===== config.mk =====
export PLATFORM = sky130hd
export DESIGN_NAME = pwm_duty_angle_capture
export DESIGN_NICKNAME = d
export VERILOG_FILES = /design/src/pdac_pkg.sv /design/src/pdac_fifo.sv /design/src/pdac_front.sv /design/src/pdac_back.sv /design/src/pwm_duty_angle_capture.sv
export SDC_FILE = /design/constraint.sdc
export NUM_CORES = 2
export LEC_CHECK = 0
export BUFFER_PORTS_ARGS = -buffer_cell sky130_fd_sc_hd__buf_2
export CAP_MARGIN = 20
export CORE_MARGIN = 3
export CORE_UTILIZATION = 56
export DETAILED_ROUTE_END_ITERATION = 8
export HOLD_SLACK_MARGIN = 0.02
export PLACE_DENSITY = 0.73
export SYNTH_ARGS = -nofsm -noshare
export SYNTH_HDL_FRONTEND = slang
export SYNTH_SLANG_ARGS = --single-unit

===== constraint.sdc =====
create_clock -name clk -period 23.6 [get_ports clk]
set_input_delay 4.72 -clock clk [delete_from_list [all_inputs] [get_ports clk]]
set_output_delay 4.72 -clock clk [all_outputs]
set_load 0.02 [all_outputs]

===== src/pdac_pkg.sv =====
// Shared types and constants for the PWM duty and angle capture block.
package pdac_pkg;

  localparam int CFG_INDEX_W = 8;
  localparam int CFG_DATA_W  = 16;
  localparam int ANGLE_W     = 16;

  localparam logic [ANGLE_W-1:0]     ANGLE_MAX    = 16'd35999;
  localparam logic [CFG_DATA_W-1:0]  OFFSET_RESET = 16'd14090;
  localparam logic [CFG_DATA_W-1:0]  GAIN_RESET   = 16'd48850;

  // Register indexes on the configuration port
  localparam logic [CFG_INDEX_W-1:0] REG_DUTY_OFFSET = 8'd0;
  localparam logic [CFG_INDEX_W-1:0] REG_ANGLE_GAIN  = 8'd1;

  // How the back end forms the ratio of one edge
  typedef enum logic [1:0] {
    KIND_ZERO = 2'd0,
    KIND_ONE  = 2'd1,
    KIND_DIV  = 2'd2
  } kind_t;

  // Live configuration seen by the back end
  typedef struct packed {
    logic [CFG_DATA_W-1:0] duty_offset;
    logic [CFG_DATA_W-1:0] angle_gain;
  } cfg_t;

endpackage


===== src/pdac_fifo.sv =====
// Two-entry request queue between the edge front end and the ratio back end.
module pdac_fifo #(
  parameter int WIDTH = 8
) (
  input  logic             clk,
  input  logic             rst,
  input  logic             in_valid,
  output logic             in_ready,
  input  logic [WIDTH-1:0] in_data,
  output logic             out_valid,
  input  logic             out_ready,
  output logic [WIDTH-1:0] out_data
);

  logic [WIDTH-1:0] slot [2];
  logic             wr_ptr;
  logic             rd_ptr;
  logic [1:0]       count;
  logic             push;
  logic             pop;

  assign in_ready  = (count != 2'd2);
  assign out_valid = (count != 2'd0);
  assign out_data  = slot[rd_ptr];
  assign push      = in_valid && in_ready;
  assign pop       = out_valid && out_ready;

  // Store a request
  always_ff @(posedge clk) begin
    if (push) begin
      slot[wr_ptr] <= in_data;
    end
  end

  // Advance pointers and fill count
  always_ff @(posedge clk) begin
    if (rst) begin
      wr_ptr <= 1'b0;
      rd_ptr <= 1'b0;
      count  <= 2'd0;
    end else begin
      if (push) begin
        wr_ptr <= ~wr_ptr;
      end
      if (pop) begin
        rd_ptr <= ~rd_ptr;
      end
      if (push && !pop) begin
        count <= count + 2'd1;
      end else if (pop && !push) begin
        count <= count - 2'd1;
      end
    end
  end

endmodule


===== src/pdac_front.sv =====
// Edge front end: keeps rise and fall times and classifies each edge's ratio.
module pdac_front #(
  parameter int TIME_WIDTH = 32
) (
  input  logic                  clk,
  input  logic                  rst,
  input  logic                  edge_valid,
  output logic                  edge_ready,
  input  logic                  level,
  input  logic [TIME_WIDTH-1:0] timestamp,
  output logic                  req_valid,
  input  logic                  req_ready,
  output logic [TIME_WIDTH-1:0] req_num,
  output logic [TIME_WIDTH-1:0] req_den,
  output pdac_pkg::kind_t       req_kind
);
  import pdac_pkg::*;

  logic [TIME_WIDTH-1:0] rise_time;
  logic [TIME_WIDTH-1:0] prev_rise_time;
  logic [TIME_WIDTH-1:0] fall_time;
  logic [TIME_WIDTH-1:0] rise_time_next;
  logic [TIME_WIDTH-1:0] prev_rise_time_next;
  logic [TIME_WIDTH-1:0] fall_time_next;
  logic                  rise_after_fall;
  logic                  accept;

  assign edge_ready = req_ready;
  assign req_valid  = edge_valid;
  assign accept     = edge_valid && req_ready;

  // Times as they stand after this edge
  always_comb begin
    rise_time_next      = rise_time;
    prev_rise_time_next = prev_rise_time;
    fall_time_next      = fall_time;
    if (level) begin
      prev_rise_time_next = rise_time;
      rise_time_next      = timestamp;
    end else begin
      fall_time_next = timestamp;
    end
  end

  // Period, high time and ratio class
  always_comb begin
    rise_after_fall = rise_time_next > fall_time_next;
    req_den         = rise_time_next - prev_rise_time_next;
    req_num         = rise_after_fall ? (fall_time_next - prev_rise_time_next)
                                      : (fall_time_next - rise_time_next);
    if (req_den == '0) begin
      req_kind = KIND_ZERO;
    end else if (req_num < req_den) begin
      req_kind = KIND_DIV;
    end else if (req_num == req_den || rise_after_fall) begin
      req_kind = KIND_ONE;
    end else begin
      req_kind = KIND_ZERO;
    end
  end

  // Commit edge times
  always_ff @(posedge clk) begin
    if (rst) begin
      rise_time      <= '0;
      prev_rise_time <= '0;
      fall_time      <= '0;
    end else if (accept) begin
      rise_time      <= rise_time_next;
      prev_rise_time <= prev_rise_time_next;
      fall_time      <= fall_time_next;
    end
  end

endmodule


===== src/pdac_back.sv =====
// Ratio back end: radix-2 fractional divide, offset and gain, range check.
module pdac_back #(
  parameter int TIME_WIDTH = 32,
  parameter int FRAC_BITS  = 16
) (
  input  logic                         clk,
  input  logic                         rst,
  input  pdac_pkg::cfg_t               cfg,
  input  logic                         req_valid,
  output logic                         req_ready,
  input  logic [TIME_WIDTH-1:0]        req_num,
  input  logic [TIME_WIDTH-1:0]        req_den,
  input  pdac_pkg::kind_t              req_kind,
  output logic                         res_valid,
  input  logic                         res_ready,
  output logic [FRAC_BITS:0]           duty_ratio,
  output logic [pdac_pkg::ANGLE_W-1:0] angle_centideg,
  output logic                         angle_valid
);
  import pdac_pkg::*;

  localparam int RW    = FRAC_BITS + 1;
  localparam int CW    = (RW > CFG_DATA_W) ? RW : CFG_DATA_W;
  localparam int PW    = CW + CFG_DATA_W;
  localparam int AW    = PW - FRAC_BITS;
  localparam int CNT_W = $clog2(FRAC_BITS);

  typedef enum logic [3:0] {
    S_IDLE = 4'b0001,
    S_DIV  = 4'b0010,
    S_MUL  = 4'b0100,
    S_CHK  = 4'b1000
  } state_t;

  state_t                state;
  logic [TIME_WIDTH-1:0] rem;
  logic [TIME_WIDTH-1:0] den;
  logic [FRAC_BITS-1:0]  quo;
  logic [CNT_W-1:0]      cnt;
  logic [RW-1:0]         ratio;
  logic [PW-1:0]         prod;
  logic                  above_offset;
  logic [TIME_WIDTH:0]   shifted;
  logic [TIME_WIDTH:0]   den_ext;
  logic                  take_bit;
  logic [CW-1:0]         ratio_ext;
  logic [CW-1:0]         offset_ext;
  logic [AW-1:0]         angle_full;
  logic                  in_range;

  assign req_ready = (state == S_IDLE);

  // One quotient bit per cycle
  always_comb begin
    shifted  = {rem, 1'b0};
    den_ext  = {1'b0, den};
    take_bit = (shifted >= den_ext);
  end

  // Offset and range terms
  always_comb begin
    ratio_ext  = CW'(ratio);
    offset_ext = CW'(cfg.duty_offset);
    angle_full = prod[PW-1:FRAC_BITS];
    in_range   = above_offset && (angle_full != '0) && (angle_full <= AW'(ANGLE_MAX));
  end

  // Sequence one request through divide, multiply and check
  always_ff @(posedge clk) begin
    if (rst) begin
      state <= S_IDLE;
    end else begin
      unique case (state)
        S_IDLE: if (req_valid) state <= (req_kind == KIND_DIV) ? S_DIV : S_MUL;
        S_DIV:  if (cnt == '0) state <= S_MUL;
        S_MUL:  state <= S_CHK;
        S_CHK:  if (!res_valid || res_ready) state <= S_IDLE;
        default: state <= S_IDLE;
      endcase
    end
  end

  // Datapath registers
  always_ff @(posedge clk) begin
    unique case (state)
      S_IDLE: begin
        rem <= req_num;
        den <= req_den;
        quo <= '0;
        cnt <= CNT_W'(FRAC_BITS - 1);
        ratio <= (req_kind == KIND_ONE) ? RW'(1) << FRAC_BITS : '0;
      end
      S_DIV: begin
        rem <= take_bit ? TIME_WIDTH'(shifted - den_ext) : shifted[TIME_WIDTH-1:0];
        quo <= {quo[FRAC_BITS-2:0], take_bit};
        cnt <= cnt - CNT_W'(1);
        if (cnt == '0) begin
          ratio <= {1'b0, quo[FRAC_BITS-2:0], take_bit};
        end
      end
      S_MUL: begin
        above_offset <= ratio_ext > offset_ext;
        prod         <= PW'(ratio_ext - offset_ext) * PW'(cfg.angle_gain);
      end
      S_CHK: ;
      default: ;
    endcase
  end

  // Hold the result until taken
  always_ff @(posedge clk) begin
    if (rst) begin
      res_valid <= 1'b0;
    end else if (state == S_CHK && (!res_valid || res_ready)) begin
      res_valid <= 1'b1;
    end else if (res_ready) begin
      res_valid <= 1'b0;
    end
  end

  always_ff @(posedge clk) begin
    if (state == S_CHK && (!res_valid || res_ready)) begin
      duty_ratio     <= ratio;
      angle_centideg <= in_range ? angle_full[ANGLE_W-1:0] : '0;
      angle_valid    <= in_range;
    end
  end

endmodule


===== src/pwm_duty_angle_capture.sv =====
// Top level of the PWM duty and angle capture block.
//
//  Channel   Signals                              Payload
//  s_*       s_tvalid s_tready s_tdata s_tuser    edge time, edge level
//  m_*       m_tvalid m_tready m_tdata m_tuser    duty ratio, angle, valid flag
//  cfg_*     cfg_valid cfg_ready cfg_index cfg_data  duty offset, angle gain
//
// In the back end an edge is loaded, then passes through the radix-2 divider,
// the offset multiply and the range check. Edges with no division skip the
// divider. A two-entry queue lets the front end take edges while the back end
// works; a stalled output holds the back end in its check step.
// Reset clears edge times, queue and control; registers return to defaults.
module pwm_duty_angle_capture #(
  parameter int TIME_WIDTH = 32,
  parameter int FRAC_BITS  = 16
) (
  input  logic clk,
  input  logic rst,
  input  logic s_tvalid,
  output logic s_tready,
  input  logic [((TIME_WIDTH+7)/8)*8-1:0] s_tdata,  // timestamp
  input  logic s_tuser,                             // level
  output logic m_tvalid,
  input  logic m_tready,
  output logic [((FRAC_BITS+17+7)/8)*8-1:0] m_tdata, // duty_ratio, angle_centideg
  output logic m_tuser,                              // angle_valid
  input  logic cfg_valid,
  output logic cfg_ready,
  input  logic [pdac_pkg::CFG_INDEX_W-1:0] cfg_index,
  input  logic [pdac_pkg::CFG_DATA_W-1:0]  cfg_data
);
  import pdac_pkg::*;

  localparam int OUT_W = ((FRAC_BITS + 17 + 7) / 8) * 8;
  localparam int REQ_W = 2 * TIME_WIDTH + 2;

  cfg_t                  cfg;
  logic                  fr_valid;
  logic                  fr_ready;
  logic [TIME_WIDTH-1:0] fr_num;
  logic [TIME_WIDTH-1:0] fr_den;
  kind_t                 fr_kind;
  logic [REQ_W-1:0]      q_din;
  logic [REQ_W-1:0]      q_dout;
  logic                  bk_valid;
  logic                  bk_ready;
  logic [FRAC_BITS:0]    duty_ratio;
  logic [ANGLE_W-1:0]    angle_centideg;

  assign cfg_ready = 1'b1;

  // Configuration registers
  always_ff @(posedge clk) begin
    if (rst) begin
      cfg.duty_offset <= OFFSET_RESET;
      cfg.angle_gain  <= GAIN_RESET;
    end else if (cfg_valid) begin
      if (cfg_index == REG_DUTY_OFFSET) begin
        cfg.duty_offset <= cfg_data;
      end else if (cfg_index == REG_ANGLE_GAIN) begin
        cfg.angle_gain <= cfg_data;
      end
    end
  end

  pdac_front #(
    .TIME_WIDTH(TIME_WIDTH)
  ) u_front (
    .clk       (clk),
    .rst       (rst),
    .edge_valid(s_tvalid),
    .edge_ready(s_tready),
    .level     (s_tuser),
    .timestamp (s_tdata[TIME_WIDTH-1:0]),
    .req_valid (fr_valid),
    .req_ready (fr_ready),
    .req_num   (fr_num),
    .req_den   (fr_den),
    .req_kind  (fr_kind)
  );

  assign q_din = {fr_kind, fr_num, fr_den};

  pdac_fifo #(
    .WIDTH(REQ_W)
  ) u_fifo (
    .clk      (clk),
    .rst      (rst),
    .in_valid (fr_valid),
    .in_ready (fr_ready),
    .in_data  (q_din),
    .out_valid(bk_valid),
    .out_ready(bk_ready),
    .out_data (q_dout)
  );

  pdac_back #(
    .TIME_WIDTH(TIME_WIDTH),
    .FRAC_BITS (FRAC_BITS)
  ) u_back (
    .clk           (clk),
    .rst           (rst),
    .cfg           (cfg),
    .req_valid     (bk_valid),
    .req_ready     (bk_ready),
    .req_num       (q_dout[2*TIME_WIDTH-1:TIME_WIDTH]),
    .req_den       (q_dout[TIME_WIDTH-1:0]),
    .req_kind      (kind_t'(q_dout[REQ_W-1:2*TIME_WIDTH])),
    .res_valid     (m_tvalid),
    .res_ready     (m_tready),
    .duty_ratio    (duty_ratio),
    .angle_centideg(angle_centideg),
    .angle_valid   (m_tuser)
  );

  assign m_tdata = OUT_W'({angle_centideg, duty_ratio});

endmodule


After elaboration in Yosys (flattened, before gate mapping). Memories as Yosys holds them, arrays and structs flattened. A register that Yosys moved wholly into a read port is not among the register bits. Cells that the tools add are included.

$add $sub $neg: 8. Multipliers: 1. Div/mod/pow operators: 0. Order comparisons: 5. Equal/unequal tests: 12. Shift-type cells: 0. Muxes and demuxes: 27. Bitwise gates (word level): 3. Reduce and logical (&&, ||, !) cells: 24.

Operator list (number): $mux 32 (5); $sub 32x32->32 (4); $pmux 32 s2 (1); $mux 17 (2); $pmux 17 s2 (1); $ge 33x32->1 (1); $mul 33x16->33 (1); $eq 32x32->1 (1); $gt 32x32->1 (1); $logic_not 32->1 (1); $lt 32x32->1 (1); $pmux 15 s2 (1); $sub 17x16->18 (1); $gt 17x16->1 (1); $le 17x16->1 const B (1); $reduce_bool 17->1 (1); $pmux 4 s4 (1); $mux 4 (3); $eq 8x1->1 const B (1); $logic_not 8->1 (1); $mux 2 (4); $pmux 4 s2 (1); $reduce_bool 2->1 (4); $logic_and 1x1->1 (7); 19 further kinds (34).

Register bits after elaboration: 305. Bits in latches: 0. RAM bits: 132. Memory bits (read-only): 0. Bits of input ports: 62. Output and inout bits: 44. Word-level logic and storage cells: 101. Memories kept: 1.

Memories: u_fifo.slot (depth 2, width 66, read ports 1, clocked after memory_dff 1, wr ports 1, RTL line pdac_fifo.sv:15) `logic [WIDTH-1:0] slot [2];`.

Logic depth before layout (Yosys ltp).
Depth in word-level cells: 8. Gate-level depth with buffers: 37. Gate-level depth less buffers: 36.

Modules after synthesis. From an unflattened synthesis, not the netlist that was laid out.

Cells, all modules: 3623. Area, all modules: 35586.6 sq um.

Modules (own cells, without submodules): pdac_back (times used 1, cells each 1916, area each 18720.5 sq um, seq. area each 4664.5 sq um); pdac_front (times used 1, cells each 1331, area each 10462.5 sq um, seq. area each 1921.8 sq um); pdac_fifo (times used 1, cells each 229, area each 4992.3 sq um, seq. area each 4063.9 sq um); pwm_duty_angle_capture (times used 1, cells each 147, area each 1411.4 sq um, seq. area each 640.6 sq um).

Worst setup path after synthesis. OpenSTA, ideal clock, no wires.

Kind: input port to flip-flop. Start: in s_tuser. End: mem u_fifo.slot[0][64] (netlist bit) (data pin). Library setup time: 265 ps. Arrival: 10790 ps. Data required time: 23335 ps. Path slack: 12545 ps. Stages: 31. Path buffers: 6. Cells stage by stage: clkbuf_1 clkbuf_1 buf_1 mux2i_1 ha_1 inv_1 fa_1 a211oi_1 o21ai_0 o311ai_0 a211oi_1 a22oi_1 a21oi_1 a21oi_1 o21a_1 clkbuf_1 buf_2 buf_2 a21oi_1 ha_1 a21o_1 a21o_1 a21o_1 a21o_1 a21o_1 a21o_1 a21o_1 a221oi_1 o211ai_1 o21ai_0 nor2_1.

Longest elaborated chain between the ends: 8. Elaborated cells on any way between the ends: 15. Those cells by class: 3 x add/sub; 2 x order compare; 1 x eq/ne; 7 x mux; 2 x reduce/logical.

Ends and longest elaborated chain: start: declaration (RTL line pwm_duty_angle_capture.sv:22) `input logic s_tuser,`; $mux 32 (RTL line pdac_front.sv:37) `if (level) begin`; $sub 32x32->32 (tied with other cells) (RTL line pdac_front.sv:50) `: (fall_time_next - rise_time_next);`; $mux 32 (*) (RTL line pdac_front.sv:49) `req_num = rise_after_fall ? (fall_time_next - prev_rise_time_next)`; named net fr_num[9] (RTL line pwm_duty_angle_capture.sv:40) `logic [TIME_WIDTH-1:0] fr_num;`; branches (longest 3 deep; another with $lt 32x32->1); $mux 2 (*) (RTL line pdac_front.sv:53) `end else if (req_num < req_den) begin`; $mux 2 (*) (RTL line pdac_front.sv:51) `if (req_den == '0) begin`; named net fr_kind[0] (RTL line pwm_duty_angle_capture.sv:42) `kind_t fr_kind;`; end: declaration (RTL line pdac_fifo.sv:15).

Mark *: on every way through the listed nets, which the timed path passes.

Final worst setup path.
Start: in s_tuser. End: mem u_fifo.slot[0][64] (netlist bit) (data pin).

Longest elaborated chain between the ends: 8. Elaborated cells on any way between the ends: 15. Those cells by class: 3 x add/sub; 2 x order compare; 1 x eq/ne; 7 x mux; 2 x reduce/logical.

Ends and longest elaborated chain: $mux 32 (*) (RTL line pdac_front.sv:37); named net u_front.fall_time_next[11] (RTL line pdac_front.sv:24) `logic [TIME_WIDTH-1:0] fall_time_next;`; $gt 32x32->1 (*) (RTL line pdac_front.sv:47) `rise_after_fall = rise_time_next > fall_time_next;`; $mux 32 (*) (RTL line pdac_front.sv:49); named net fr_num[9] (RTL line pwm_duty_angle_capture.sv:40); branches (longest 3 deep; another with $lt 32x32->1); $mux 2 (*) (RTL line pdac_front.sv:53); $mux 2 (*) (RTL line pdac_front.sv:51); named net fr_kind[0] (RTL line pwm_duty_angle_capture.sv:42).

Marks and branches as above.

==> impl_results.html <==
<table>
<tr><th>Metric</th><th>Value</th></tr>
<tr><th colspan="2">Synth</th></tr>
<tr><td>Most repeated cell in the gate-level netlist after synthesis</td><td>inv_1</td></tr>
<tr><td>Post-synthesis async set-or-reset flop share</td><td>0</td></tr>
<tr><td>Post-Syn Instances</td><td>about 3500</td></tr>
<tr><td>Syn Std Cell Area</td><td>0.0345 mm²</td></tr>
<tr><td>Post-Syn Area per Cell</td><td>around 10 µm²</td></tr>
<tr><td>Top-area cell type share of the netlist area</td><td>0.247</td></tr>
<tr><td>Count of flip-flops with a built-in enable after synthesis</td><td>284</td></tr>
<tr><td>Total of warnings raised by yosys</td><td>0</td></tr>
<tr><td>Compound-cell area share of the yosys netlist</td><td>0.122</td></tr>
<tr><td>Flip-flop and latch count after synthesis</td><td>422</td></tr>
<tr><td>Most used flip-flop cell after synthesis</td><td>edfxtp_1</td></tr>
<tr><td>Adder and majority cell fraction of the synthesized area</td><td>0.254</td></tr>
<tr><td>Simple-gate portion of the synthesized area</td><td>0.128</td></tr>
<tr><td>Mux cell area share after synthesis</td><td>0.0642</td></tr>
<tr><td>Top cells by area in the synthesized netlist</td><td>edfxtp_1, fa_1, ha_1</td></tr>
<tr><td>Synth top cells by count</td><td>inv_1, fa_1, edfxtp_1, ha_1, nor2_1</td></tr>
<tr><td>Distinct cell type count of the synthesized netlist</td><td>88</td></tr>
<tr><td>Combinational family with the most area after synthesis</td><td>adder cells</td></tr>
<tr><td>Fraction of the yosys area taken by sequential cells</td><td>0.327</td></tr>
<tr><td>Fraction of synthesized cell area in xor and xnor cells</td><td>0.0350</td></tr>
<tr><td>Area leader, netlist</td><td>edfxtp_1</td></tr>
<tr><th colspan="2">Drt</th></tr>
<tr><td>Total number of vias</td><td>around 25000</td></tr>
<tr><td>Count of antenna-violating nets left after detailed routing</td><td>0</td></tr>
<tr><td>Wirelength per Cell</td><td>around 18 µm</td></tr>
<tr><td>Violation count after the first detailed-route iteration</td><td>between 1000 and 1500</td></tr>
<tr><td>Drt via density</td><td>about 5.7</td></tr>
<tr><td>Total wire length</td><td>between 70000 and 80000 µm</td></tr>
<tr><td>DRC errors left</td><td>0</td></tr>
<tr><td>First-pass iteration count of the detailed router</td><td>7</td></tr>
<tr><th colspan="2">Clocking</th></tr>
<tr><td>Clock-pin slew reported for the worst setup and hold paths after clock tree synthesis</td><td>roughly 0.060 ns</td></tr>
<tr><td>CTS tree</td><td>done</td></tr>
<tr><td>Root buffer selected by CTS</td><td>clkbuf_16</td></tr>
<tr><td>CTS H-tree lvls</td><td>2</td></tr>
<tr><td>CTS Buf Count</td><td>slightly below 50</td></tr>
<tr><td>Maximum buffer depth of the clock tree</td><td>3</td></tr>
<tr><td>Insertion delay to the later sink of the worst-skew pair</td><td>~0.6 ns</td></tr>
<tr><td>Post-cts hold buffer count</td><td>0</td></tr>
<tr><td>Post-CTS Setup Bufs</td><td>0</td></tr>
<tr><td>Number of clock sinks</td><td>roughly 420</td></tr>
<tr><td>CTS-repair resized insts</td><td>0</td></tr>
<tr><th colspan="2">Critical path</th></tr>
<tr><td>Reg2reg path depth</td><td>34</td></tr>
<tr><td>Most repeated library cell on the critical path</td><td>a21o_1</td></tr>
<tr><td>Reg-to-Reg End</td><td>u_back.prod[32]</td></tr>
<tr><td>CP Max Fanout</td><td>67</td></tr>
<tr><td>Data arrival time of the worst path</td><td>about 12 ns</td></tr>
<tr><td>CP Capture Type</td><td>flop</td></tr>
<tr><td>Total buffers and inverters traversed by the critical path</td><td>3</td></tr>
<tr><td>Required time reported for the critical path endpoint</td><td>23.92 ns</td></tr>
<tr><td>Critical Path Slowest Stage Cell</td><td>buf_4</td></tr>
<tr><td>CP max stage delay</td><td>~0.8 ns</td></tr>
<tr><td>Logic depth of the worst setup path including buffers</td><td>27</td></tr>
<tr><td>Family with the most delay on the worst path</td><td>compound AO/OA/AOI/OAI gates</td></tr>
<tr><td>Worst setup path startpoint</td><td>s_tuser</td></tr>
<tr><td>Internal reg-to-reg setup slack</td><td>around 14 ns</td></tr>
<tr><td>Startpoint-to-endpoint class of the critical path</td><td>in -&gt; reg</td></tr>
<tr><td>Crit start category</td><td>input pin</td></tr>
<tr><td>Startpoint of the most critical register-to-register path</td><td>u_back.ratio[0]</td></tr>
<tr><th colspan="2">STA</th></tr>
<tr><td>Time the worst path needs with I/O delays and setup</td><td>approximately 12 ns</td></tr>
<tr><td>Setup slack after layout</td><td>around 12 ns</td></tr>
<tr><td>Slew at the pin closest to its max-slew limit</td><td>about 1.1 ns</td></tr>
<tr><td>Achievable clock frequency</td><td>86.2 MHz</td></tr>
<tr><td>Total count of max-transition violations in the final report</td><td>0</td></tr>
<tr><td>Final critical-path share of the clock period</td><td>0.492</td></tr>
<tr><td>TNS Setup</td><td>0 ns</td></tr>
<tr><td>Relative slew margins</td><td>0.273</td></tr>
<tr><td>Clock skew after layout</td><td>about 0.04 ns</td></tr>
<tr><td>Final-report setup violation count</td><td>0</td></tr>
<tr><td>Unrepaired setup endpoints after global routing</td><td>no</td></tr>
<tr><td>Count of final hold-check violations</td><td>0</td></tr>
<tr><th colspan="2">Die</th></tr>
<tr><td>Die W</td><td>254 µm</td></tr>
<tr><td>Die Footprint</td><td>roughly 0.065 mm²</td></tr>
<tr><td>Row Count</td><td>90</td></tr>
<tr><td>Die Span Y</td><td>roughly 250 µm</td></tr>
<tr><td>Core footprint</td><td>~0.06 mm²</td></tr>
<tr><td>Io pins</td><td>106</td></tr>
<tr><td>Initial standard-cell utilization of the core</td><td>0.569</td></tr>
<tr><th colspan="2">Status</th></tr>
<tr><td>Outcome</td><td>finished clean</td></tr>
<tr><th colspan="2">Finish</th></tr>
<tr><td>ANT cells</td><td>0</td></tr>
<tr><td>Fin area</td><td>about 0.037 mm²</td></tr>
<tr><td>Share of post-route cells with drive strength above 1</td><td>0.0893</td></tr>
<tr><td>End-of-flow core utilization</td><td>0.617</td></tr>
<tr><td>Number of nets in the finished design</td><td>between 4000 and 5000</td></tr>
<tr><td>Area overhead of the layout relative to synthesis</td><td>8.37%</td></tr>
<tr><th colspan="2">Global route</th></tr>
<tr><td>Total gr overflow</td><td>0</td></tr>
<tr><td>Largest net degree at the start of global routing</td><td>between 80 and 90</td></tr>
<tr><td>Vias in the first global route</td><td>~25000</td></tr>
<tr><td>Combined global-route utilization of all metal layers</td><td>0.251</td></tr>
<tr><td>Global-route wire length before repair</td><td>roughly 130000 µm</td></tr>
<tr><td>Number of antenna violations at the first check in global routing</td><td>2</td></tr>
<tr><th colspan="2">Placement</th></tr>
<tr><td>Placement-stage worst setup slack</td><td>between 10 and 15 ns</td></tr>
<tr><td>Port Buf Inserts</td><td>97</td></tr>
<tr><td>Area post-placement</td><td>around 0.036 mm²</td></tr>
<tr><td>RD Place Congestion</td><td>roughly 0.95</td></tr>
<tr><td>HPWL after detailed placement</td><td>around 60000 µm</td></tr>
<tr><th colspan="2">Min path</th></tr>
<tr><td>Path class of the lowest-slack min-delay path</td><td>reg -&gt; reg</td></tr>
<tr><td>Number of cells on the worst hold path</td><td>0</td></tr>
<tr><td>Hold path start</td><td>u_back.ratio[4]</td></tr>
<tr><td>Hold worst-path end</td><td>u_back.duty_ratio[4]</td></tr>
<tr><th colspan="2">Job</th></tr>
<tr><td>Number of violations of the max-capacitance limit</td><td>0</td></tr>
</table>
## state kept, by name, summed over array words and instances, names as in the netlist, 15 cells and up, named ones only
| name | count |
|---|---|
| u_back.den | 32 |
| u_front.rise_time | 32 |
| u_back.prod | 17 |
| u_back.rem | 32 |
| u_fifo.slot | 132 |
| u_back.quo | 15 |
| u_back.duty_ratio | 17 |
| u_back.angle_centideg | 16 |
| u_back.ratio | 17 |
| cfg | 32 |
| u_front.fall_time | 32 |
| u_front.prev_rise_time | 32 |
## layout make-up
class,count,area [µm²]
tap,782,978
sequential,422,11300
timing repair buffer,126,728
clock inverter,32,357
clock buffer,57,1260
inverter,488,1830
fill,5063,23300
multi-input combinational,2412,21000
## layout by cell type, fill, tap and decap left out, drive strengths merged, types with 9 or more instances in the layout
master	Yosys	final
nor2	236	236
o21a	36	36
a31oi	9	9
mux2i	146	146
nor2b	71	71
nand3	33	33
a21o	69	69
xnor2	86	86
or2	9	9
nand2b	42	42
clkbuf	115	57
or3	14	14
mux2	67	67
o21ai	104	104
nand4	22	22
and2	139	139
nor3	48	48
edfxtp	284	284
ha	239	239
nor4	10	10
nand2	230	230
a211o	25	25
clkinv	1	20
o211ai	14	14
fa	288	288
o21bai	24	24
xor2	52	52
inv	487	491
a211oi	114	114
a21oi	153	153
a21boi	9	9
dfxtp	138	138
and3	20	20
buf	25	126
## logic make-up (layout without fill, tap and decap cells)
group | after synthesis | count (layout)
buffers and inverters | 628 | 703
AOI/OAI and AO/OA | 629 | 629
muxes | 213 | 213
adders and majority gates | 527 | 527
and+or+nand+nor | 897 | 897
DFF | 422 | 422
other | 2 | 8
xor gates and xnor gates | 138 | 138
## worst reg2reg max path: cells and delay by family, from the launching register on
family | cells | cell delay (ns)
adders and majority gates | 9 | 3.93
AOI/OAI and AO/OA | 14 | 2.81
and+or+nand+nor | 5 | 1.02
xor gates and xnor gates | 2 | 0.97
DFF | 1 | 0.38
buffers and inverters | 4 | 0.20
## worst max-delay path by stage
stage	to	slack, ns
finish	u_fifo.slot[0][64]	12.00
global route	u_fifo.slot[0][64]	11.41
CTS	u_fifo.slot[0][64]	12.07
detailed placement	u_fifo.slot[0][64]	11.46
global placement	u_fifo.slot[0][64]	11.52
floorplan	u_fifo.slot[0][64]	12.55
## metal layers
layer | GRT usage | part of all wire | vias up
met3 | 0.0311 | 0.044 | 152
met1 | 0.328 | 0.44 | 11900
li1 | - | - | 11900
met5 | 0 | 0.00017 | -
met2 | 0.434 | 0.49 | 567
met4 | 0.0840 | 0.030 | 2
## through the flow
step	hold slack, ns	instances
after global placement	0.444	4229
after detailed placement	0.461	4229
after global routing	0.477	4319
final	0.473	4319
after CTS	0.475	4318
after floorplan	0.426	3462
Power is left out: the tool's default activity adds up to more than one toggle a clock period on the data nets, which glitch-free logic cannot reach.
